`src/rtl/core/pekb_pkg.sv`:
```
// ----------------------------------------------------------------------------
// pekb_pkg
// Types, widths and register codes shared by the extent and bandwidth block.
// ----------------------------------------------------------------------------
package pekb_pkg;

  localparam int unsigned COORD_W    = 24;
  localparam int unsigned CNT_W      = 17;
  localparam int unsigned MAX_POINTS = 65536;
  localparam int unsigned SUM_W      = 40;
  localparam int unsigned SQ_W       = 64;
  localparam int unsigned BW_W       = 40;
  localparam int unsigned BW_SHIFT   = 24;
  localparam int unsigned SCALE_W    = 16;
  localparam int unsigned GRID_W     = 11;
  localparam int unsigned CFG_IDX_W  = 2;

  localparam logic [CFG_IDX_W-1:0] CFG_SCALE = 2'd0;
  localparam logic [CFG_IDX_W-1:0] CFG_ROWS  = 2'd1;
  localparam logic [CFG_IDX_W-1:0] CFG_COLS  = 2'd2;

  localparam logic [SCALE_W-1:0] SCALE_RST = 16'd256;
  localparam logic [GRID_W-1:0]  ROWS_RST  = 11'd16;
  localparam logic [GRID_W-1:0]  COLS_RST  = 11'd32;

  localparam logic signed [COORD_W-1:0] COORD_MAX = {1'b0, {(COORD_W-1){1'b1}}};
  localparam logic signed [COORD_W-1:0] COORD_MIN = {1'b1, {(COORD_W-1){1'b0}}};

  // Shared multiply-accumulate unit.
  localparam int unsigned LIMB_W    = 32;
  localparam int unsigned MAC_A_W   = 96;
  localparam int unsigned MAC_B_W   = 64;
  localparam int unsigned MAC_ACC_W = 128;

  // Serial divider and square root.
  localparam int unsigned DIV_N_W   = 82;
  localparam int unsigned DIV_D_W   = 32;
  localparam int unsigned DIV_Q_W   = 64;
  localparam int unsigned DIV_CNT_W = $clog2(DIV_N_W + 1);
  localparam int unsigned ROOT_IN_W = DIV_Q_W;
  localparam int unsigned ROOT_W    = ROOT_IN_W / 2;

  // Inverse sixth root search: g^6 * n <= 2^G_LIM_BIT.
  localparam int unsigned G_W       = 16;
  localparam int unsigned G_K_W     = $clog2(G_W);
  localparam int unsigned G_LIM_BIT = 96;

  typedef struct packed {
    logic signed [COORD_W-1:0] point_x;
    logic signed [COORD_W-1:0] point_y;
    logic                      last_point;
  } pekb_in_t;

  typedef struct packed {
    logic signed [COORD_W-1:0] min_x;
    logic signed [COORD_W-1:0] max_x;
    logic signed [COORD_W-1:0] min_y;
    logic signed [COORD_W-1:0] max_y;
    logic [COORD_W-1:0]        step_x;
    logic [COORD_W-1:0]        step_y;
    logic [BW_W-1:0]           bandwidth;
    logic [CNT_W-1:0]          point_count;
    logic                      too_few_points;
  } pekb_out_t;

  typedef struct packed {
    logic [CNT_W-1:0]          count;
    logic signed [COORD_W-1:0] lo_x;
    logic signed [COORD_W-1:0] hi_x;
    logic signed [COORD_W-1:0] lo_y;
    logic signed [COORD_W-1:0] hi_y;
    logic signed [SUM_W-1:0]   sum_x;
    logic signed [SUM_W-1:0]   sum_y;
    logic [SQ_W-1:0]           sumsq_x;
    logic [SQ_W-1:0]           sumsq_y;
  } pekb_acc_t;

  typedef struct packed {
    logic               start;
    logic               clr;
    logic               sub;
    logic [1:0]         na;
    logic [1:0]         nb;
    logic [MAC_A_W-1:0] a;
    logic [MAC_B_W-1:0] b;
  } pekb_mac_req_t;

endpackage

```
`src/rtl/core/pekb_div.sv`:
```
// ----------------------------------------------------------------------------
// pekb_div
// Restoring divider, one quotient bit per cycle over the full numerator.
// ----------------------------------------------------------------------------
module pekb_div import pekb_pkg::*; (
  input  logic               clk_i,
  input  logic               rst_ni,
  input  logic               start_i,
  input  logic [DIV_N_W-1:0] num_i,
  input  logic [DIV_D_W-1:0] den_i,
  output logic               done_o,
  output logic [DIV_Q_W-1:0] quo_o
);

  logic                 busy_q, done_q;
  logic [DIV_CNT_W-1:0] cnt_q;
  logic [DIV_N_W-1:0]   num_q;
  logic [DIV_D_W-1:0]   den_q, rem_q;
  logic [DIV_Q_W-1:0]   quo_q;
  logic [DIV_D_W:0]     rem_sh, rem_nx;
  logic                 ge;

  always_comb begin
    rem_sh = {rem_q, num_q[DIV_N_W-1]};
    ge     = rem_sh >= {1'b0, den_q};
    rem_nx = ge ? rem_sh - {1'b0, den_q} : rem_sh;
  end

  always_ff @(posedge clk_i or negedge rst_ni) begin
    if (!rst_ni) begin
      busy_q <= 1'b0;
      done_q <= 1'b0;
      cnt_q  <= '0;
    end else begin
      done_q <= 1'b0;
      if (start_i) begin
        busy_q <= 1'b1;
        cnt_q  <= DIV_CNT_W'(DIV_N_W);
      end else if (busy_q) begin
        cnt_q <= cnt_q - 1'b1;
        if (cnt_q == DIV_CNT_W'(1)) begin
          busy_q <= 1'b0;
          done_q <= 1'b1;
        end
      end
    end
  end

  always_ff @(posedge clk_i) begin
    if (start_i) begin
      num_q <= num_i;
      den_q <= den_i;
      rem_q <= '0;
      quo_q <= '0;
    end else if (busy_q) begin
      num_q <= num_q << 1;
      rem_q <= rem_nx[DIV_D_W-1:0];
      quo_q <= {quo_q[DIV_Q_W-2:0], ge};
    end
  end

  assign done_o = done_q;
  assign quo_o  = quo_q;

endmodule

```
`config.mk`:
```
export PLATFORM = sky130hd
export DESIGN_NAME = pekb_div
export DESIGN_NICKNAME = d
export VERILOG_FILES = /design/src/rtl/core/pekb_pkg.sv /design/src/rtl/core/pekb_div.sv
export SDC_FILE = /design/constraint.sdc
export NUM_CORES = 1
export LEC_CHECK = 0
export BUFFER_PORTS_ARGS = -buffer_cell sky130_fd_sc_hd__clkbuf_2
export CORE_AREA = 4 4 157 159
export DETAILED_ROUTE_END_ITERATION = 7
export DIE_AREA = 0 0 161 163
export MAX_ROUTING_LAYER = met4
export PLACE_DENSITY = 0.66
export REMOVE_ABC_BUFFERS = 1
export SLEW_MARGIN = 15
export SYNTH_ARGS = -nofsm -noshare
export SYNTH_HDL_FRONTEND = slang
export SYNTH_SLANG_ARGS = --single-unit
```
`constraint.sdc`:
```
create_clock -name clk_i -period 6.5 [get_ports clk_i]
set_clock_uncertainty 0.05 [all_clocks]
set_input_delay 0.65 -clock clk_i [delete_from_list [all_inputs] [get_ports clk_i]]
set_output_delay 0.65 -clock clk_i [all_outputs]
set_load 0.05 [all_outputs]
```
==> load_flow_metrics.sql <==
INSERT INTO impl_metrics (metric_group, metric, value, unit) VALUES
('sta', 'relSlewSlack', '30.46', '%'),
('pwr', 'net-switching-power', '1309', 'uW'),
('global_routing', 'first_global_vias', '7064', ''),
('drt', 'met3RoutedLength', '1753', 'um'),
('logic_synthesis', 'synth_compound_area_share', '10.06', '%'),
('critical_path', 'required', '6.84', 'ns'),
('floorplan', 'initial_core_util', '44.38', '%'),
('logic_synthesis', 'synthXorXnorAreaFrac', '2.715', '%'),
('pwr', 'portion_of_total_power_attributed_to_sequential_cells', '40.5', '%'),
('logic_synthesis', 'synth_simple_gate_area_share', '9.199', '%'),
('logic_synthesis', 'synth.yosys.seq_area_share', '53.96', '%'),
('cts', 'cts_max_level', '1', ''),
('drt', 'm1WireLength', '9514', 'um'),
('global_routing', 'grt_antenna_before_repair', '2', ''),
('sta', 'fin_tns_setup', '0', 'ns'),
('logic_synthesis', 'ys_ff_latch', '219', ''),
('critical_path', 'critical_path.slowest_cell', 'sky130_fd_sc_hd__o21ba_2', ''),
('drt', 'top_signal_layer_used', 'met4', ''),
('layout', 'syn_to_final_growth', '18.88', '%'),
('floorplan', 'die_width', '161', 'um'),
('drt', 'sum_of_met2_wire_segment_lengths_after_detailed_routing', '9636', 'um'),
('logic_synthesis', 'postSynthCellCount', '903', ''),
('critical_path', 'timing.setup.critical_path_class', 'reg -> reg', ''),
('sta', 'fin_crit', '3.465', 'ns'),
('drt', 'route.detailed.wl_per_inst', '15.17', 'um'),
('cts', 'cts.sinks', '219', ''),
('sta', 'setup_viol', '0', ''),
('critical_path', 'cpPeakStageDelay', '0.48', 'ns'),
('pwr', 'clkPwrFrac', '31.5', '%'),
('layout', 'final-seq-area', '5574', 'um^2'),
('pwr', 'combinational_power_share', '28.1', '%'),
('pwr', 'p_per_area', '345.5', 'nW/um^2'),
('logic_synthesis', 'yosysWarningCount', '0', ''),
('status', 'outcome', 'finished, final reports clean', ''),
('pwr', 'vdd_drop_max', '0.2020', 'mV'),
('worst_hold_path', 'min_path_cells', '1', ''),
('cts', 'clk_root_buffer_cell', 'sky130_fd_sc_hd__clkbuf_16', ''),
('layout', 'fillerInstances', '2106', ''),
('cts', 'cts.path.max_buffers', '3', ''),
('critical_path', 'crit_chain', 'inv_1 > ha_1 > a21o_1 > o21bai_1 > o31ai_2 > o21ai_2 > a21oi_2 > o21ba_2 > buf_4 > mux2_1 > mux2i_1 > nor2_1', ''),
('floorplan', 'design.portCount', '182', ''),
('drt', 'vias_post_dr', '7140', ''),
('sta', 'slew_viol_final', '0', ''),
('sta', 'max_slew.worst_pin.slew', '1.043', 'ns'),
('logic_synthesis', 'synthesis.area', '10320', 'um^2'),
('floorplan', 'placementRows', '56', ''),
('sta', 'unrepaired_setup_endpoints_after_global_routing', 'no', ''),
('logic_synthesis', 'synth_cell_types', '60', ''),
('logic_synthesis', 'synthesized_area_fraction_occupied_by_adder_cells', '4.315', '%'),
('global_routing', 'grt.total_usage', '16.45', '%'),
('logic_synthesis', 'synth_async_sr_flop_share', '4.110', '%'),
('global_routing', 'grt_max_degree', '119', ''),
('logic_synthesis', 'avg_synthesized_cell_area', '11.43', 'um^2'),
('critical_path', 'cp.arrival', '3.80', 'ns'),
('critical_path', 'timing.critical_path.fanout_max', '36', ''),
('layout', 'final_nets', '1221', ''),
('global_routing', 'grt_pass1_wl', '35090', 'um'),
('global_routing', 'overflow', '0', ''),
('drt', 'firstDrtPassIters', '7', ''),
('layout', 'fraction_of_the_core_area_covered_by_cells_at_the_end_of_the_flow', '52.76', '%'),
('place', 'gp_congestion', '0.8580', ''),
('cts', 'worst_skew_late_latency', '0.53', 'ns'),
('logic_synthesis', 'synthMuxAreaShare', '16.12', '%'),
('drt', 'detail_route.vias_per_cell', '5.067', ''),
('logic_synthesis', 'main_combinational_cell_family_by_area_after_synthesis', 'multiplexers', ''),
('place', 'io_buffer_count', '181', ''),
('cts', 'tritoncts', 'done', ''),
('floorplan', 'die_height', '163', 'um'),
('layout', 'final_layout_size_suffix_gt1_share', '29.41', '%'),
('layout', 'multiInputGateArea', '4378', 'um^2'),
('place', 'dp_hpwl', '14370', 'um');
critical path, delay by kind of cell (launching register included):
kind | cells | cell delay, ns
buffers and inverters | 2 | 0.49
flip-flops | 1 | 0.31
AND/OR/NAND/NOR | 1 | 0.05
adder cells (fa/ha/maj) | 1 | 0.36
AO/OA/AOI/OAI | 6 | 1.56
multiplexers | 2 | 0.51
registers in the layout, indices dropped and copies added, names as in the netlist:
signal and flops:
den_q 32, done_o 1, cnt_q 7, busy_q 1, rem_q 32, num_q 82, quo_o 64
path summary, 6_finish.rpt:
| check | startpoint | end | slack (ns) |
|---|---|---|---|
| worst max-delay path | den_q[10] | rem_q[17] | 3.03 |
| worst min-delay path | den_i[1] | den_q[1] | 0.24 |
| worst max register to register | den_q[10] | rem_q[17] | 3.03 |
| worst min register to register | rem_q[24] | rem_q[24] | 0.42 |
| max in group asynchronous | rst_ni | busy_q | 5.72 |
| min in group asynchronous | rst_ni | cnt_q[3] | 0.47 |
through the flow:
step           total power (uW)  setup WS, ns  instances  area [um^2]  hold slack, ns
3_5_place_dp               2929         3.019       1360        11480          0.4156
2_1_floorplan              2651        0.6079        855        10110          0.3044
6_report                   4240         3.035       1409        12270          0.2398
5_1_grt                    4521         2.789       1409        12270          0.2164
3_3_place_gp               2916         3.140       1360        11480          0.4120
4_1_cts                    4306         3.019       1407        12270          0.2061
power by group through the flow:
stage | logic (uW) | registers (uW) | clock network, uW
3_5_place_dp | 1190 | 1740 | 0
3_3_place_gp | 1170 | 1740 | 0
5_1_grt | 1340 | 1740 | 1450
4_1_cts | 1200 | 1720 | 1390
2_1_floorplan | 919 | 1730 | 0
6_report | 1190 | 1720 | 1330
cell usage after synthesis, drive strengths merged (3+ instances only):
| cell type | n | share of area [%] |
|---|---|---|
| ha | 34 | 4.1 |
| inv | 43 | 1.6 |
| dfrtp | 9 | 2.2 |
| edfxtp | 114 | 33 |
| nor2 | 133 | 4.8 |
| clkbuf | 31 | 1.1 |
| mux2i | 74 | 7.2 |
| o21a | 3 | 0.22 |
| nand4 | 7 | 0.42 |
| nor4 | 3 | 0.18 |
| nand2b | 10 | 0.61 |
| a211o | 6 | 0.51 |
| buf | 17 | 0.95 |
| xnor2 | 20 | 1.7 |
| o211ai | 4 | 0.29 |
| mux2 | 82 | 8.9 |
| a221oi | 3 | 0.32 |
| a21oi | 47 | 2.3 |
| o21bai | 6 | 0.44 |
| and3 | 3 | 0.18 |
| nand2 | 33 | 1.2 |
| a31oi | 8 | 0.48 |
| o31a | 4 | 0.34 |
| nor3 | 7 | 0.34 |
| dfxtp | 96 | 19 |
| o21ai | 21 | 1.2 |
| a21o | 12 | 0.87 |
| a211oi | 25 | 1.9 |
| nand3 | 7 | 0.34 |
| xor2 | 12 | 1.0 |
| o31ai | 4 | 0.34 |
| nor2b | 3 | 0.18 |
cell families after synthesis:
group,Yosys count
flops,219
mux,156
simple gates,218
xor+xnor,32
buf+inv,91
compound gates,152
fa+ha+maj,35
layout make-up:
class,instances,area share (%)
clock inverter,12,0.8360
timing repair buffer,187,7.921
antenna,2,0.04078
clock buffer,34,5.536
sequential,219,45.42
tap,319,3.252
inverter,43,1.325
multi-input combinational,593,35.67
routing by layer:
| metal | global-route usage, % | vias to the layer above |
|---|---|---|
| li1 | - | 3587 |
| met1 | 20.70 | 3347 |
| met2 | 25.81 | 170 |
| met3 | 5.720 | 36 |
| met4 | 3.839 | 0 |
| met5 | - | - |
timing repair:
action / 4_1_cts / 5_1_grt
setup buffers: 0 / 0
hold endpoints to repair: 9 / 0
hold buffers: 1 / 0
gates resized for setup: 0 / 0
Power figures use the tool's default switching activity.
