--- config.mk ---
export PLATFORM = sky130hd
export DESIGN_NAME = pekb_accum
export DESIGN_NICKNAME = d
export VERILOG_FILES = /design/src/rtl/core/pekb_pkg.sv /design/src/rtl/core/pekb_accum.sv
export SDC_FILE = /design/constraint.sdc
export NUM_CORES = 2
export LEC_CHECK = 0
export ABC_AREA = 1
export BUFFER_PORTS_ARGS = -buffer_cell sky130_fd_sc_hd__buf_2
export CORE_MARGIN = 1.5
export CORE_UTILIZATION = 60
export CTS_CLUSTER_DIAMETER = 120
export DETAILED_ROUTE_END_ITERATION = 8
export PLACE_DENSITY = 0.86
export SETUP_SLACK_MARGIN = 0.02
export SLEW_MARGIN = 20
export SYNTH_ARGS = -nofsm -noshare
export SYNTH_HDL_FRONTEND = slang
export SYNTH_SLANG_ARGS = --single-unit
--- constraint.sdc ---
create_clock -name clk_i -period 2.64 [get_ports clk_i]
set_clock_uncertainty 0.1 [all_clocks]
set_input_delay 0.132 -clock clk_i [delete_from_list [all_inputs] [get_ports clk_i]]
set_output_delay 0.132 -clock clk_i [all_outputs]
set_load 0.005 [all_outputs]
--- src/rtl/core/pekb_pkg.sv ---
// ----------------------------------------------------------------------------
// pekb_pkg
// Types, widths and register codes shared by the extent and bandwidth block.
// ----------------------------------------------------------------------------
package pekb_pkg;

  localparam int unsigned COORD_W    = 24;
  localparam int unsigned CNT_W      = 17;
  localparam int unsigned MAX_POINTS = 65536;
  localparam int unsigned SUM_W      = 40;
  localparam int unsigned SQ_W       = 64;
  localparam int unsigned BW_W       = 40;
  localparam int unsigned BW_SHIFT   = 24;
  localparam int unsigned SCALE_W    = 16;
  localparam int unsigned GRID_W     = 11;
  localparam int unsigned CFG_IDX_W  = 2;

  localparam logic [CFG_IDX_W-1:0] CFG_SCALE = 2'd0;
  localparam logic [CFG_IDX_W-1:0] CFG_ROWS  = 2'd1;
  localparam logic [CFG_IDX_W-1:0] CFG_COLS  = 2'd2;

  localparam logic [SCALE_W-1:0] SCALE_RST = 16'd256;
  localparam logic [GRID_W-1:0]  ROWS_RST  = 11'd16;
  localparam logic [GRID_W-1:0]  COLS_RST  = 11'd32;

  localparam logic signed [COORD_W-1:0] COORD_MAX = {1'b0, {(COORD_W-1){1'b1}}};
  localparam logic signed [COORD_W-1:0] COORD_MIN = {1'b1, {(COORD_W-1){1'b0}}};

  // Shared multiply-accumulate unit.
  localparam int unsigned LIMB_W    = 32;
  localparam int unsigned MAC_A_W   = 96;
  localparam int unsigned MAC_B_W   = 64;
  localparam int unsigned MAC_ACC_W = 128;

  // Serial divider and square root.
  localparam int unsigned DIV_N_W   = 82;
  localparam int unsigned DIV_D_W   = 32;
  localparam int unsigned DIV_Q_W   = 64;
  localparam int unsigned DIV_CNT_W = $clog2(DIV_N_W + 1);
  localparam int unsigned ROOT_IN_W = DIV_Q_W;
  localparam int unsigned ROOT_W    = ROOT_IN_W / 2;

  // Inverse sixth root search: g^6 * n <= 2^G_LIM_BIT.
  localparam int unsigned G_W       = 16;
  localparam int unsigned G_K_W     = $clog2(G_W);
  localparam int unsigned G_LIM_BIT = 96;

  typedef struct packed {
    logic signed [COORD_W-1:0] point_x;
    logic signed [COORD_W-1:0] point_y;
    logic                      last_point;
  } pekb_in_t;

  typedef struct packed {
    logic signed [COORD_W-1:0] min_x;
    logic signed [COORD_W-1:0] max_x;
    logic signed [COORD_W-1:0] min_y;
    logic signed [COORD_W-1:0] max_y;
    logic [COORD_W-1:0]        step_x;
    logic [COORD_W-1:0]        step_y;
    logic [BW_W-1:0]           bandwidth;
    logic [CNT_W-1:0]          point_count;
    logic                      too_few_points;
  } pekb_out_t;

  typedef struct packed {
    logic [CNT_W-1:0]          count;
    logic signed [COORD_W-1:0] lo_x;
    logic signed [COORD_W-1:0] hi_x;
    logic signed [COORD_W-1:0] lo_y;
    logic signed [COORD_W-1:0] hi_y;
    logic signed [SUM_W-1:0]   sum_x;
    logic signed [SUM_W-1:0]   sum_y;
    logic [SQ_W-1:0]           sumsq_x;
    logic [SQ_W-1:0]           sumsq_y;
  } pekb_acc_t;

  typedef struct packed {
    logic               start;
    logic               clr;
    logic               sub;
    logic [1:0]         na;
    logic [1:0]         nb;
    logic [MAC_A_W-1:0] a;
    logic [MAC_B_W-1:0] b;
  } pekb_mac_req_t;

endpackage

--- src/rtl/core/pekb_accum.sv ---
// ----------------------------------------------------------------------------
// pekb_accum
// Running point count, bounding box, sums and sums of squares of one set.
// ----------------------------------------------------------------------------
module pekb_accum import pekb_pkg::*; (
  input  logic                      clk_i,
  input  logic                      rst_ni,
  input  logic                      upd_i,
  input  logic                      clr_i,
  input  logic signed [COORD_W-1:0] x_i,
  input  logic signed [COORD_W-1:0] y_i,
  output pekb_acc_t                 acc_o
);

  localparam pekb_acc_t ACC_RST = '{
    count: '0, lo_x: COORD_MAX, hi_x: COORD_MIN, lo_y: COORD_MAX, hi_y: COORD_MIN,
    sum_x: '0, sum_y: '0, sumsq_x: '0, sumsq_y: '0
  };

  pekb_acc_t                   acc_q, acc_d;
  logic signed [2*COORD_W-1:0] xx, yy;
  logic                        room;

  always_comb begin
    xx    = x_i * x_i;
    yy    = y_i * y_i;
    room  = acc_q.count < CNT_W'(MAX_POINTS);
    acc_d = acc_q;
    if (clr_i) begin
      acc_d = ACC_RST;
    end else if (upd_i && room) begin
      acc_d.count = acc_q.count + 1'b1;
      if (x_i < acc_q.lo_x) acc_d.lo_x = x_i;
      if (x_i > acc_q.hi_x) acc_d.hi_x = x_i;
      if (y_i < acc_q.lo_y) acc_d.lo_y = y_i;
      if (y_i > acc_q.hi_y) acc_d.hi_y = y_i;
      acc_d.sum_x   = acc_q.sum_x + SUM_W'(x_i);
      acc_d.sum_y   = acc_q.sum_y + SUM_W'(y_i);
      acc_d.sumsq_x = acc_q.sumsq_x + SQ_W'(unsigned'(xx));
      acc_d.sumsq_y = acc_q.sumsq_y + SQ_W'(unsigned'(yy));
    end
  end

  always_ff @(posedge clk_i or negedge rst_ni) begin
    if (!rst_ni) begin
      acc_q <= ACC_RST;
    end else begin
      acc_q <= acc_d;
    end
  end

  assign acc_o = acc_q;

endmodule

==> flow_summary.ini, run 1 <==
[yosys]
syn_nets = 11200
syn_avg_cell_area_um2 = 7.31
synth.area.top_cells = fa_1 (32%), nand2_1 (13%), inv_1 (12%)
yosysTopAreaCellShare_pct = 32.2
synth_edf_count = 0
synthTopCellsByCount = nand2_1 (2467), inv_1 (2273), fa_1 (1113), nor2_1 (727), ha_1 (561)
yosysWarnings = 0
yosysMostFrequentCell = nand2_1
synth_ff_type = dfrtp_1
synth_seq_cells = 321
ys_types = 58
synth_area_mm2 = 0.0692
synth.yosys.seq_area_share_pct = 11.7
synth_area_leader_cell = fa_1
async_flop_share_pct = 100
netlist_instances = 9470

[placement]
place_hpwl_um = 215000
port_buffers = 372
routabilityCongestion = 1.05
preCtsSetupSlack_ns = -5.81
placed_area_mm2 = 0.0837

[cts]
cts_buffers = 46
cts-root-buf = clkbuf_16
htree_levels = 2
cts_num_sinks = 321
clockBufferDepth = 3

[global_route]
track_usage_pct = 65.3
grt_max_degree = 91
gr-total-overflow = 43

[floorplanning]
start_util_pct = 60.5
die_h_um = 343
io_pins = 373
die_x_um = 343
rows = 124

[sta]
worst_endpoint = acc_o[53]$_DFFE_PN0P_/D
worst-ep-kind = register data pin

[run_status]
status = aborted with a tool error
haltStage = global routing
tool.error = [ERROR GRT-0232] Routing congestion too high. Check the congestion heatmap in the GUI.
[through the flow]
stage               utilization (%)  std cells
floorplan                         -       9470
detailed placement             73.2      12400
CTS                            80.1      12700
global placement               73.2      12400
[routing by layer]
metal,track usage [%],GRT overflow
met2,86.1,17
met5,21.4,0
met3,46.7,6
met1,66.1,4
met4,58.8,16
[timing repair]
action	CTS
resized for setup	1159
cloned	8
hold buffers	42
endpoints found under the hold margin	344
setup endpoints to repair	120
pin swaps	473
buffers inserted	144
[kinds of logic after synthesis]
| kind of cell | after synthesis | share of synthesized area (%) |
|---|---|---|
| buf+inv | 2524 | 13.9 |
| fa+ha+maj | 1674 | 42.4 |
| xor+xnor | 125 | 1.58 |
| flops | 321 | 11.7 |
| simple gates | 3878 | 23.0 |
| compound gates | 948 | 7.53 |
==> inputs of run 2 (changes only) <==
- CORE_UTILIZATION: 60 -> 40
- CTS_CLUSTER_DIAMETER: 120 -> unset
- PLACE_DENSITY: 0.86 -> unset
- PLACE_DENSITY_LB_ADDON: unset -> 0.15
- SETUP_SLACK_MARGIN: 0.02 -> unset
==> run 2 against run 1 <==
Against the previous run:
- the flow now finishes, with violations (negative setup slack)
- area after synthesis unchanged
- synthesized cell count unchanged
==> flow_summary.ini, run 2 <==
[run_status]
status = finished, violations left
violations = negative setup slack

[cts]
cts_buffers = 48
cts_tree = built
insertion_delay_ns = 0.68
cts_num_sinks = 321
htree_levels = 2
cts-root-buf = clkbuf_16
clockBufferDepth = 3
path_clk_slew_ns = 0.06

[worst_setup_path]
endpoint_kind = register
cpPeakStageDelay_ns = 0.66
critPathSlowestCell = fa_2
start_kind = primary input
critPathBufInv = 12
cp_top_family = adder cells
crit_arrival_ns = 7.55
worstSetupPathType = primary input to register
worstSetupEndpoint = acc_o[119]$_DFFE_PN0P_
r2r_end = acc_o[282]$_DFFE_PN1P_
crit_start = x_i[23]
cp.required_ns = 3.10
r2r_cells = 15
ff2ff_setup_slack_ns = -0.21
path_max_fanout = 8
crit_cells = 38
rr_startpoint = acc_o[302]$_DFFE_PN1P_

[yosys]
synth_seq_cells = 321
synthTopCellsByCount = nand2_1 (2467), inv_1 (2273), fa_1 (1113), nor2_1 (727), ha_1 (561)
synth.yosys.seq_area_share_pct = 11.7
async_flop_share_pct = 100
synth_ff_type = dfrtp_1
yosysMostFrequentCell = nand2_1
synth_edf_count = 0
yosysWarnings = 0
yosysTopAreaCellShare_pct = 32.2
syn_avg_cell_area_um2 = 7.31
synth_area_mm2 = 0.0692
ys_types = 58
synth_area_leader_cell = fa_1
syn_nets = 11200
synth.area.top_cells = fa_1 (32%), nand2_1 (13%), inv_1 (12%)
netlist_instances = 9470

[hold_path]
hold_depth = 5
hold_path.class = primary input to register

[placement]
routabilityCongestion = 0.991
place_hpwl_um = 228000
dpl.cell_count = 13400
port_buffers = 372

[detailed_routing]
met3_wirelength_um = 11000
drc = 0
vias_per_cell = 4.96
dr.max_layer_used = met5
drtIter0Drc = 3853
drt_pass1_iterations = 5
ant_nets = 0
route.met2.wl_um = 134000
vias = 68000
postRouteWirelength_um = 273000
drt-met1-wl_um = 114000
routedWlPerCell_um = 19.9

[global_route]
grt_pass1_wl_um = 422000
grt_pass1_vias = 72100
gr-total-overflow = 0
track_usage_pct = 31.5
antenna_found_initial = 5
grt_max_degree = 82

[layout]
layout_common_cells = inv_1 (2095), nand2_1 (2091), buf_4 (1460), fa_1 (1038), nor2_1 (486)
nNetsFinal = 13100
final_common_cell = inv_1
fillers = 16100
insertedDiodeCount = 0
final_cells = 13700
multi_input_comb_area_mm2 = 0.0594
areaGrowthSynthToFinish_pct = 41.4
seqCellArea_mm2 = 0.00809
drive_gt1_share_pct = 32.7
largest_reg_flops = 321

[floorplanning]
core_area_mm2 = 0.172
rows = 152
die_h_um = 419
io_pins = 373
die_x_um = 419
die_area_mm2 = 0.175
start_util_pct = 40.3

[sta]
slew_headroom_pct = 45.6
fmaxAchievable_mhz = 141
finalCritPeriodShare_pct = 269
fin_ws_ns = -4.45
fin_crit_ns = 7.09
finalHoldViolCount = 0
rsz0062_at_grt = yes
slew_violations = 0
tightest_slew_ns = 0.809
setup_viol = 143

[run]
drv_cap = 0
-- run 2: logic make-up after synthesis --
logic type               Yosys count  share of synthesized area [%]
buffers and inverters           2524                           13.9
flip-flops                       321                           11.7
adder cells (fa/ha/maj)         1674                           42.4
XOR/XNOR                         125                           1.58
AND/OR/NAND/NOR                 3878                           23.0
AO/OA/AOI/OAI                    948                           7.53
-- run 2: metrics by stage --
| stage | util [%] | hold WS [ns] | setup TNS (ns) | cell area (µm²) | setup WS (ns) |
|---|---|---|---|---|---|
| 6_report | 57.0 | 0.0199 | -475.81 | 97800 | -4.45 |
| 5_1_grt | 57.0 | 0.000746 | -511.95 | 97800 | -4.73 |
| 4_1_cts | 55.3 | 0.00301 | -468.57 | 95000 | -4.35 |
| 3_5_place_dp | 50.3 | 0.147 | -625.45 | 86300 | -5.72 |
| 3_3_place_gp | 50.3 | 0.146 | -624.85 | 86300 | -5.76 |
| 2_1_floorplan | - | -0.264 | -455.35 | 71600 | -4.51 |
-- run 2: what timing repair did --
action	CTS	global route
endpoints found under the hold margin	312	1
setup buffers	113	66
setup endpoints to repair	143	172
gates cloned	10	3
pin swaps	476	381
gates resized for setup	1352	619
hold buffers	48	1
-- run 2: how the worst min path moves through the flow --
stage / start / to / slack (ns)
after floorplan: rst_ni / acc_o[0]$_DFFE_PN0P_ / -0.26
after global placement: rst_ni / acc_o[30]$_DFFE_PN0P_ / 0.15
after detailed placement: rst_ni / acc_o[30]$_DFFE_PN0P_ / 0.15
after CTS: x_i[4] / acc_o[284]$_DFFE_PN1P_ / 0.003
after global routing: y_i[10] / acc_o[218]$_DFFE_PN0P_ / 0.0007
final: y_i[10] / acc_o[218]$_DFFE_PN0P_ / 0.02
-- run 2: worst register-to-register path: stages (launching register included) --
cell	delay, ns
dfstp_2	0.54
inv_1	0.05
ha_1	0.26
nand2_1	0.06
nor2_1	0.32
buf_4	0.18
nand2_1	0.06
nor2_1	0.31
nand2_1	0.13
nand3_1	0.10
nand3_2	0.11
buf_4	0.17
nand2_4	0.11
buf_12	0.16
nand2_1	0.09
nand2_1	0.07
-- run 2: layout make-up --
cell class	count	area share, %
timing repair buffer	2092	17.5
sequential	321	8.27
clock buffer	60	1.37
multi-input combinational	6625	60.7
clock inverter	26	0.376
tap	2310	2.95
inverter	2285	8.84
-- run 2: routing by layer --
layer / vias up / track usage, %
li1: 32300 / -
met1: 33700 / 39.9
met2: 1557 / 54.9
met3: 430 / 3.01
met4: 2 / 12.7
met5: - / 0
Power of run 2 is not shown: default switching activity piles up to over one toggle a cycle in this logic, so the estimate is an artifact.
